**src/rtl/rate_of_rise_tracker_defines.svh**
```systemverilog
// Assertion macros shared by the rate-of-rise tracker modules.
`ifndef RATE_OF_RISE_TRACKER_DEFINES_SVH
`define RATE_OF_RISE_TRACKER_DEFINES_SVH

// Concurrent assertion with an implication, disabled during reset.
`define ROR_ASSERT_IMPL(label, ante, cons) \
    label: assert property (@(posedge clk) disable iff (!rst_n) (ante) |-> (cons)) \
        else $error("assertion failed");

// Concurrent assertion with a next-cycle implication, disabled during reset.
`define ROR_ASSERT_NEXT(label, ante, cons) \
    label: assert property (@(posedge clk) disable iff (!rst_n) (ante) |=> (cons)) \
        else $error("assertion failed");

`endif

```
**src/rtl/ror_pkg.sv**
```systemverilog
`default_nettype none
package ror_pkg;

    localparam int TIME_W   = 32;
    localparam int TEMP_W   = 16;
    localparam int SPAN_W   = 20;
    localparam int SMOOTH_W = 16;
    localparam int RISE_W   = 32;
    localparam int CNT_W    = 9;
    localparam int CFG_IDX_W  = 1;
    localparam int CFG_DATA_W = 20;

    // Register indexes of the configuration port.
    localparam logic [CFG_IDX_W-1:0] REG_SPAN   = 1'd0;
    localparam logic [CFG_IDX_W-1:0] REG_SMOOTH = 1'd1;

    localparam logic [SPAN_W-1:0]   SPAN_RESET   = 20'd20000;
    localparam logic [SMOOTH_W-1:0] SMOOTH_RESET = 16'd2000;

    // Milliseconds per minute.
    localparam logic [15:0] MS_PER_MIN = 16'd60000;

    typedef struct packed {
        logic [TIME_W-1:0]        sample_time_ms;
        logic signed [TEMP_W-1:0] temperature;
    } in_item_t;

    typedef struct packed {
        logic signed [RISE_W-1:0] rise_per_minute;
        logic                     fresh;
        logic [CNT_W-1:0]         averaged_count;
    } out_item_t;

    // Commands from the controller to the datapath.
    typedef struct packed {
        logic load;        // store request and write it to history
        logic scan_start;  // clear scan index
        logic scan_step;   // present a history entry read
        logic anchor_eval; // evaluate read entry for anchor
        logic win_eval;    // evaluate read entry for window
        logic prep;        // form numerator and denominator
        logic mul_step;    // numerator multiply stage
        logic div_start;
        logic div_step;
        logic finish;      // saturate and load result
        logic hold;        // load held result
    } ror_cmd_t;

    // Status from the datapath to the controller.
    typedef struct packed {
        logic scan_last;   // current index is the last stored entry
        logic anchor_hit;  // evaluated entry qualifies as anchor
        logic win_break;   // evaluated entry ends the window scan
        logic zero_elapsed;
        logic div_done;
    } ror_sts_t;

endpackage
`default_nettype wire

```
**src/rtl/ror_ctrl.sv**
```systemverilog
`default_nettype none
`include "rate_of_rise_tracker_defines.svh"
module ror_ctrl
    import ror_pkg::*;
(
    input  wire logic     clk,
    input  wire logic     rst_n,
    input  wire logic     in_valid,
    output logic          in_stall,
    output logic          out_valid,
    input  wire logic     out_stall,
    output ror_cmd_t      cmd,
    input  wire ror_sts_t sts
);

    typedef enum logic [3:0] {
        ST_IDLE, ST_A_RD, ST_A_EV, ST_ELAP, ST_W_RD, ST_W_EV,
        ST_PREP, ST_MUL, ST_DIV, ST_FIN, ST_OUT
    } state_t;

    state_t state_reg, state_next;
    logic   out_valid_reg, out_valid_next;

    // Accept a new request when idle and the output slot is free or freeing.
    logic accept;
    assign in_stall  = !(state_reg == ST_IDLE && (!out_valid_reg || !out_stall));
    assign accept    = in_valid && !in_stall;
    assign out_valid = out_valid_reg;

    // Next state and command decode.
    always_comb
    begin
        state_next     = state_reg;
        out_valid_next = out_valid_reg;
        cmd            = '0;
        if (out_valid_reg && !out_stall)
        begin
            out_valid_next = 1'b0;
        end
        unique case (state_reg)
            ST_IDLE:
            begin
                if (accept)
                begin
                    cmd.load       = 1'b1;
                    cmd.scan_start = 1'b1;
                    state_next     = ST_A_RD;
                end
            end
            ST_A_RD:
            begin
                cmd.scan_step = 1'b1;
                state_next    = ST_A_EV;
            end
            ST_A_EV:
            begin
                cmd.anchor_eval = 1'b1;
                if (sts.anchor_hit)
                begin
                    state_next = ST_ELAP;
                end
                else if (sts.scan_last)
                begin
                    state_next = ST_OUT;
                    cmd.hold   = 1'b1;
                end
                else
                begin
                    state_next = ST_A_RD;
                end
            end
            ST_ELAP:
            begin
                if (sts.zero_elapsed)
                begin
                    cmd.hold   = 1'b1;
                    state_next = ST_OUT;
                end
                else
                begin
                    cmd.scan_start = 1'b1;
                    state_next     = ST_W_RD;
                end
            end
            ST_W_RD:
            begin
                cmd.scan_step = 1'b1;
                state_next    = ST_W_EV;
            end
            ST_W_EV:
            begin
                cmd.win_eval = 1'b1;
                if (sts.win_break || sts.scan_last)
                begin
                    state_next = ST_PREP;
                end
                else
                begin
                    state_next = ST_W_RD;
                end
            end
            ST_PREP:
            begin
                cmd.prep   = 1'b1;
                state_next = ST_MUL;
            end
            ST_MUL:
            begin
                cmd.mul_step  = 1'b1;
                cmd.div_start = 1'b1;
                state_next    = ST_DIV;
            end
            ST_DIV:
            begin
                cmd.div_step = 1'b1;
                if (sts.div_done)
                begin
                    state_next = ST_FIN;
                end
            end
            ST_FIN:
            begin
                cmd.finish = 1'b1;
                state_next = ST_OUT;
            end
            ST_OUT:
            begin
                if (!out_valid_reg || !out_stall)
                begin
                    out_valid_next = 1'b1;
                    state_next     = ST_IDLE;
                end
            end
            default:
            begin
                state_next = ST_IDLE;
            end
        endcase
    end

    // State and registered output flag.
    always_ff @(posedge clk or negedge rst_n)
    begin
        if (!rst_n)
        begin
            state_reg     <= ST_IDLE;
            out_valid_reg <= 1'b0;
        end
        else
        begin
            state_reg     <= state_next;
            out_valid_reg <= out_valid_next;
        end
    end

    // A request is taken only in the idle state.
    `ROR_ASSERT_IMPL(a_accept_idle, accept, state_reg == ST_IDLE)
    // An accepted request always starts the anchor scan.
    `ROR_ASSERT_NEXT(a_accept_scan, accept, state_reg == ST_A_RD)
    // A result is raised only when leaving the output state.
    `ROR_ASSERT_NEXT(a_out_from_out, state_reg == ST_OUT && out_valid_next && !out_valid_reg,
        out_valid_reg && state_reg == ST_IDLE)

endmodule
`default_nettype wire

```
**config.mk**
```make
export PLATFORM = sky130hd
export DESIGN_NAME = ror_ctrl
export DESIGN_NICKNAME = d
export VERILOG_FILES = /design/src/rtl/ror_pkg.sv /design/src/rtl/ror_ctrl.sv
export VERILOG_INCLUDE_DIRS = /design/src /design/src/rtl
export SDC_FILE = /design/constraint.sdc
export NUM_CORES = 1
export LEC_CHECK = 0
export BUFFER_PORTS_ARGS = -buffer_cell sky130_fd_sc_hd__buf_4
export CORE_AREA = 2 2 39 41
export CTS_CLUSTER_DIAMETER = 30
export DETAILED_ROUTE_END_ITERATION = 10
export DIE_AREA = 0 0 41 43
export GPL_TIMING_DRIVEN = 0
export PLACE_DENSITY = 0.57
export SLEW_MARGIN = 20
export SYNTH_ARGS = -nofsm -noshare
export SYNTH_HDL_FRONTEND = slang
export SYNTH_SLANG_ARGS = --single-unit
export TNS_END_PERCENT = 30
```
**constraint.sdc**
```tcl
create_clock -name clk -period 2.94 [get_ports clk]
set_clock_uncertainty 0.15 [all_clocks]
set_input_delay 0.588 -clock clk [delete_from_list [all_inputs] [get_ports clk]]
set_output_delay 0.588 -clock clk [all_outputs]
set_load 0.05 [all_outputs]
```
==> flow_summary.json, run 1 <==
{
  "syn_nets": 67,
  "pre_cts_slack_ns": 0.8054,
  "synth_edf_count": 0,
  "antenna_found_initial": 0,
  "grt-ovfl-total": 0,
  "cts_resized": 0,
  "ys_types": 25,
  "clkTransAtPathRegs_ns": 0.04,
  "crit_type": "reg -> out",
  "viasPerCell": 4.850,
  "cap_violations": 0,
  "power_density_nw_per_um2": 1272,
  "cpLargestDelayFamily": "simple AND/OR/NAND/NOR gates",
  "dr.pass1.iters": 4,
  "drc_errors": 0,
  "wl_um": 1103,
  "finalCritPeriodShare": 0.7878,
  "rsz0062_at_grt": "no",
  "synth_area_per_cell_sq_um": 7.637,
  "synth_top_area_frac": 0.2825,
  "max_freq_ghz": 0.4317,
  "area_growth_pct": 48.31,
  "clock-sinks": 5,
  "min_period_ns": 2.316,
  "drive_gt1_frac": 0.4048,
  "fin_setup_tns_ns": 0,
  "p_leak_nw": 0.3105,
  "max_stage_delay_ns": 0.36,
  "slew_headroom": 0.7887,
  "start_kind": "flop",
  "end_kind": "output pin",
  "seqCellArea_sq_um": 125.1,
  "grt_pass1_wl_um": 1807,
  "crit_path_max_fanout": 10,
  "cp_common_cell": "buf_6",
  "worstMarginPinSlew_ns": 0.3164,
  "path_buf_inv": 3,
  "ios": 22,
  "track_usage": 0.1504,
  "rows": 14,
  "diodes": 0,
  "final.setup.worst_slack_ns": 0.6238,
  "grt_pass1_vias": 430,
  "yosysMostFrequentCell": "nor2_1",
  "yosys-top-cells-count": "14 x nor2_1, 5 x dfrtp_1, 4 x nand2_1, 4 x nand2b_1, 4 x nor3_1",
  "nNetsFinal": 94,
  "ir_worst_vdd_v": 0.0005685,
  "die_x_um": 41,
  "ys_ff_latch": 5,
  "status": "completed",
  "critPathRequiredTime_ns": 2.20,
  "ys_warn_count": 0,
  "synth_flop_cell": "dfrtp_1",
  "placed_area_sq_um": 620.6,
  "postRouteAntennaNets": 0,
  "avgRoutedWirePerCell_um": 11.03,
  "cts-root-buf": "clkbuf_4",
  "finalMaxSlewViolations": 0,
  "synth_area_sq_um": 442.9,
  "cp_slowest_cell": "dfrtp_1",
  "cts_setup_buffers": 0,
  "netlist_instances": 58,
  "grt_max_degree": 11,
  "cts_max_level": 1,
  "arrival_ns": 1.58,
  "ys_seq_area_frac": 0.2825,
  "cts_tree": "yes",
  "postCtsHoldBufs": 1,
  "drt_iter0_drc": 7,
  "clock_latency_ns": 0.24,
  "hpwl_um": 871.9,
  "initial_core_util": 0.3201,
  "whs_ns": 0.4419,
  "finalHoldViolations": 0,
  "vias": 485,
  "fill_cells": 150,
  "design_area_sq_um": 656.9,
  "yosysTopAreaCell": "dfrtp_1",
  "hp-class": "reg -> reg",
  "core_area_sq_um": 1384,
  "multi_input_area_sq_um": 275.3,
  "clk_path_buf_depth": 2,
  "io_buffers": 21,
  "chipHeight_um": 43,
  "setup_viol": 0,
  "async_reset_ff_frac": 1.000,
  "ys_top_cells_by_area": "dfrtp_1 28%, nor2_1 12%, nand2b_1 5.6%",
  "worstPathCellList": "buf_6, or2_1, buf_6, nor3_2, and3_1, buf_4",
  "routabilityCongestion": 0.7879,
  "fp.dieArea_sq_um": 1763,
  "largest_reg_flops": 4,
  "cts_buffers": 3
}
[power breakdown]
part / internal [mW] / switching [mW] / total, mW / leakage (nW)
logic: 0.226 / 0.397 / 0.623 / 0.231
clock network: 0.0513 / 0.0286 / 0.0800 / 0.0150
registers: 0.0987 / 0.0337 / 0.132 / 0.0645
[stage by stage]
| step | power [mW] | utilization | instances |
|---|---|---|---|
| after floorplan | 0.6059 | - | 58 |
| after global placement | 0.7589 | 0.4485 | 95 |
| after detailed placement | 0.7596 | 0.4485 | 95 |
| after CTS | 0.8443 | 0.4747 | 100 |
| after global routing | 0.8982 | 0.4747 | 100 |
| final | 0.8356 | 0.4747 | 100 |
[cells by family after synthesis]
kind of cell | count (synthesis) | synth area share
flip-flops | 5 | 0.2825
AO/OA/AOI/OAI | 13 | 0.2005
XOR/XNOR | 1 | 0.01978
buffers and inverters | 5 | 0.09604
AND/OR/NAND/NOR | 34 | 0.4011
[layout by cell type (no fill, tap or decap), types with 2 or more instances in the layout]
cell type	synthesis	final
nand2_1	4	4
nand2b_1	4	4
clkbuf_4	1	4
nor3_1	4	4
o21ai_1	3	3
nor3b_1	2	2
buf_4	1	22
a21oi_1	3	3
buf_6	2	2
a31oi_1	2	2
dfrtp_1	5	5
nor2_1	14	14
[per-layer routing]
layer | vias up | track usage | wire length (um)
met4 | 0 | 0.08000 | 10
li1 | 252 | - | -
met1 | 216 | 0.2190 | 535
met5 | - | 0 | 0
met2 | 15 | 0.2000 | 493
met3 | 2 | 0.03141 | 62
[worst register-to-register path, cell delays in order (launching register included)]
cell and delay [ns]:
dfrtp_1 0.36, buf_6 0.14, or2_1 0.23, buf_6 0.14
o311ai_1 0.24, o21ai_1 0.10
[path summary, 6_finish.rpt]
path | from | endpoint | slack (ns) | depth (start not counted)
setup / recovery | state_reg[2] | cmd[10] | 0.62 | 6
hold / removal | state_reg[3] | state_reg[2] | 0.44 | 1
setup reg to reg | state_reg[2] | state_reg[1] | 1.46 | 5
hold reg to reg | state_reg[3] | state_reg[2] | 0.44 | 1
max in group asynchronous | rst_n | state_reg[0] | 2.00 | 2
min in group asynchronous | rst_n | state_reg[1] | 0.53 | 2
[cell type report]
cell class | instances | share of cell area
Tap cell | 16 | 0.03048
Clock buffer | 4 | 0.04000
Multi-Input combinational cell | 48 | 0.4190
Buffer | 5 | 0.06476
Sequential cell | 5 | 0.1905
Timing Repair Buffer | 22 | 0.2552
Note: power is estimated with default switching activity, not from simulation.
==> run 2: changes to the inputs <==
PLACE_DENSITY = 0.6   (was 0.57)
clock period = 2 ns   (was 2.94 ns; I/O delays follow)
==> flow_summary.json, run 2 (same netlist as run 1, synthesis figures left out) <==
{
  "status": "complete, but fails checks",
  "violations": "setup timing",
  "chipHeight_um": 43,
  "critPathRequiredTime_ns": 1.45,
  "finalCritPeriodShare": 1.051,
  "drc_errors": 0,
  "cts-root-buf": "clkbuf_4",
  "design_area_sq_um": 738.2,
  "seqPwrFrac": 0.147,
  "grt_pass1_wl_um": 1973,
  "largest_reg_flops": 4,
  "final.setup.worst_slack_ns": -0.1022,
  "vias": 527,
  "p_int_uw": 633.6,
  "drive_gt1_frac": 0.5114,
  "fin_setup_tns_ns": -0.1150,
  "rsz0062_at_grt": "yes",
  "grt-ovfl-total": 0,
  "postRouteAntennaNets": 0,
  "wl_um": 1315,
  "ios": 22,
  "start_kind": "flop",
  "nNetsFinal": 98,
  "initial_core_util": 0.3201,
  "grt_max_degree": 11,
  "finalMaxSlewViolations": 0,
  "hp-class": "in -> reg",
  "clkTransAtPathRegs_ns": 0.04,
  "core_area_sq_um": 1384,
  "viasPerCell": 5.067,
  "track_usage": 0.1685,
  "antenna_found_initial": 0,
  "final_common_cell": "buf_4",
  "p_leak_nw": 0.3409,
  "p_clk_frac": 0.088,
  "cap_violations": 0,
  "top_usage_layer": "met2",
  "whs_path_depth": 3,
  "hold_start": "in_valid",
  "end_kind": "output pin",
  "combinationalPowerShare": 0.765,
  "arrival_ns": 1.55,
  "crit_path_max_fanout": 6,
  "cts_buffers": 3,
  "min_period_ns": 2.102,
  "power_density_nw_per_um2": 1862,
  "grt_use_met1": 0.2124,
  "switching_share": 0.5389,
  "ir_worst_vdd_v": 0.0008332,
  "routabilityCongestion": 0.7101,
  "diodes": 0,
  "grtUsageMet2": 0.2438,
  "total_power_mw": 1.374,
  "io_buffers": 21,
  "clock-sinks": 5,
  "use_met3": 0.03141,
  "avgRoutedWirePerCell_um": 12.64,
  "dr.pass1.iters": 4,
  "drt_iter0_drc": 13,
  "die_x_um": 41,
  "crit_start": "state_reg[2]",
  "slew_headroom": 0.8017,
  "grt_pass1_vias": 473,
  "power_switching_uw": 740.6,
  "area_growth_pct": 66.67,
  "cts_max_level": 1,
  "worstRegToRegCells": 4,
  "final_cell_mix": "21 x buf_4, 11 x nor2_1, 8 x buf_6, 4 x nand2b_1, 4 x nand2_1",
  "cts_tree": "yes",
  "r2r-start": "state_reg[2]",
  "fp.dieArea_sq_um": 1763,
  "crit_type": "reg -> out",
  "hpwl_um": 911,
  "clock_latency_ns": 0.25,
  "clk_path_buf_depth": 2,
  "worstMarginPinSlew_ns": 0.2969,
  "max_freq_ghz": 0.4757,
  "placed_area_sq_um": 630.6,
  "setup_viol": 3,
  "finalHoldViolations": 0,
  "whs_ns": 0.2972,
  "fin_util": 0.5335,
  "rows": 14
}
-- run 2: layout make-up --
cell class | count | area, sq um
Sequential cell | 5 | 127.6
Buffer | 4 | 31.28
Clock buffer | 4 | 26.28
Timing Repair Buffer | 27 | 231.5
Tap cell | 16 | 20.02
Multi-Input combinational cell | 48 | 301.5
Fill cell | 140 | 645.6
-- run 2: worst max-delay path, cell delays in order (launching register included) --
cell and delay [ns]:
dfrtp_1 0.42, or2_1 0.26, buf_6 0.14, nor3_4 0.15
and3_1 0.18, buf_6 0.16
-- run 2: path summary, 6_finish.rpt --
check,end,slack (ns)
max,cmd[10],-0.10
max in group asynchronous,state_reg[3],1.25
max reg2reg,state_reg[0],0.43
min,state_reg[0],0.30
min in group asynchronous,state_reg[1],0.34
min reg2reg,state_reg[2],0.44
-- run 2: power groups by stage --
stage          clock network, mW  registers [mW]  logic (mW)
3_3_place_gp                   0           0.201       0.929
3_5_place_dp                   0           0.198       0.934
4_1_cts                    0.124           0.191        1.03
2_1_floorplan                  0           0.208       0.697
5_1_grt                    0.134           0.209        1.12
6_report                   0.122           0.202        1.05
-- run 2: per-layer routing --
layer	part of all wire	vias to the layer above
met5	0	-
met4	0.026	0
met3	0.056	6
met2	0.48	22
met1	0.43	236
li1	-	263
-- run 2: timing repair --
item                                    4_1_cts  5_1_grt
pin swaps                                     2        3
setup buffers                                 4        1
endpoints found under the hold margin         5        0
hold buffers                                  1        0
gates resized for setup                       5       10
endpoints found under the setup margin        5       10
-- run 2: metrics by stage --
step           std cells  setup WS, ns
6_report             104       -0.1022
5_1_grt              104       -0.1444
4_1_cts              104      -0.08363
3_5_place_dp          95        0.1148
3_3_place_gp          95        0.1201
2_1_floorplan         58       -0.2130
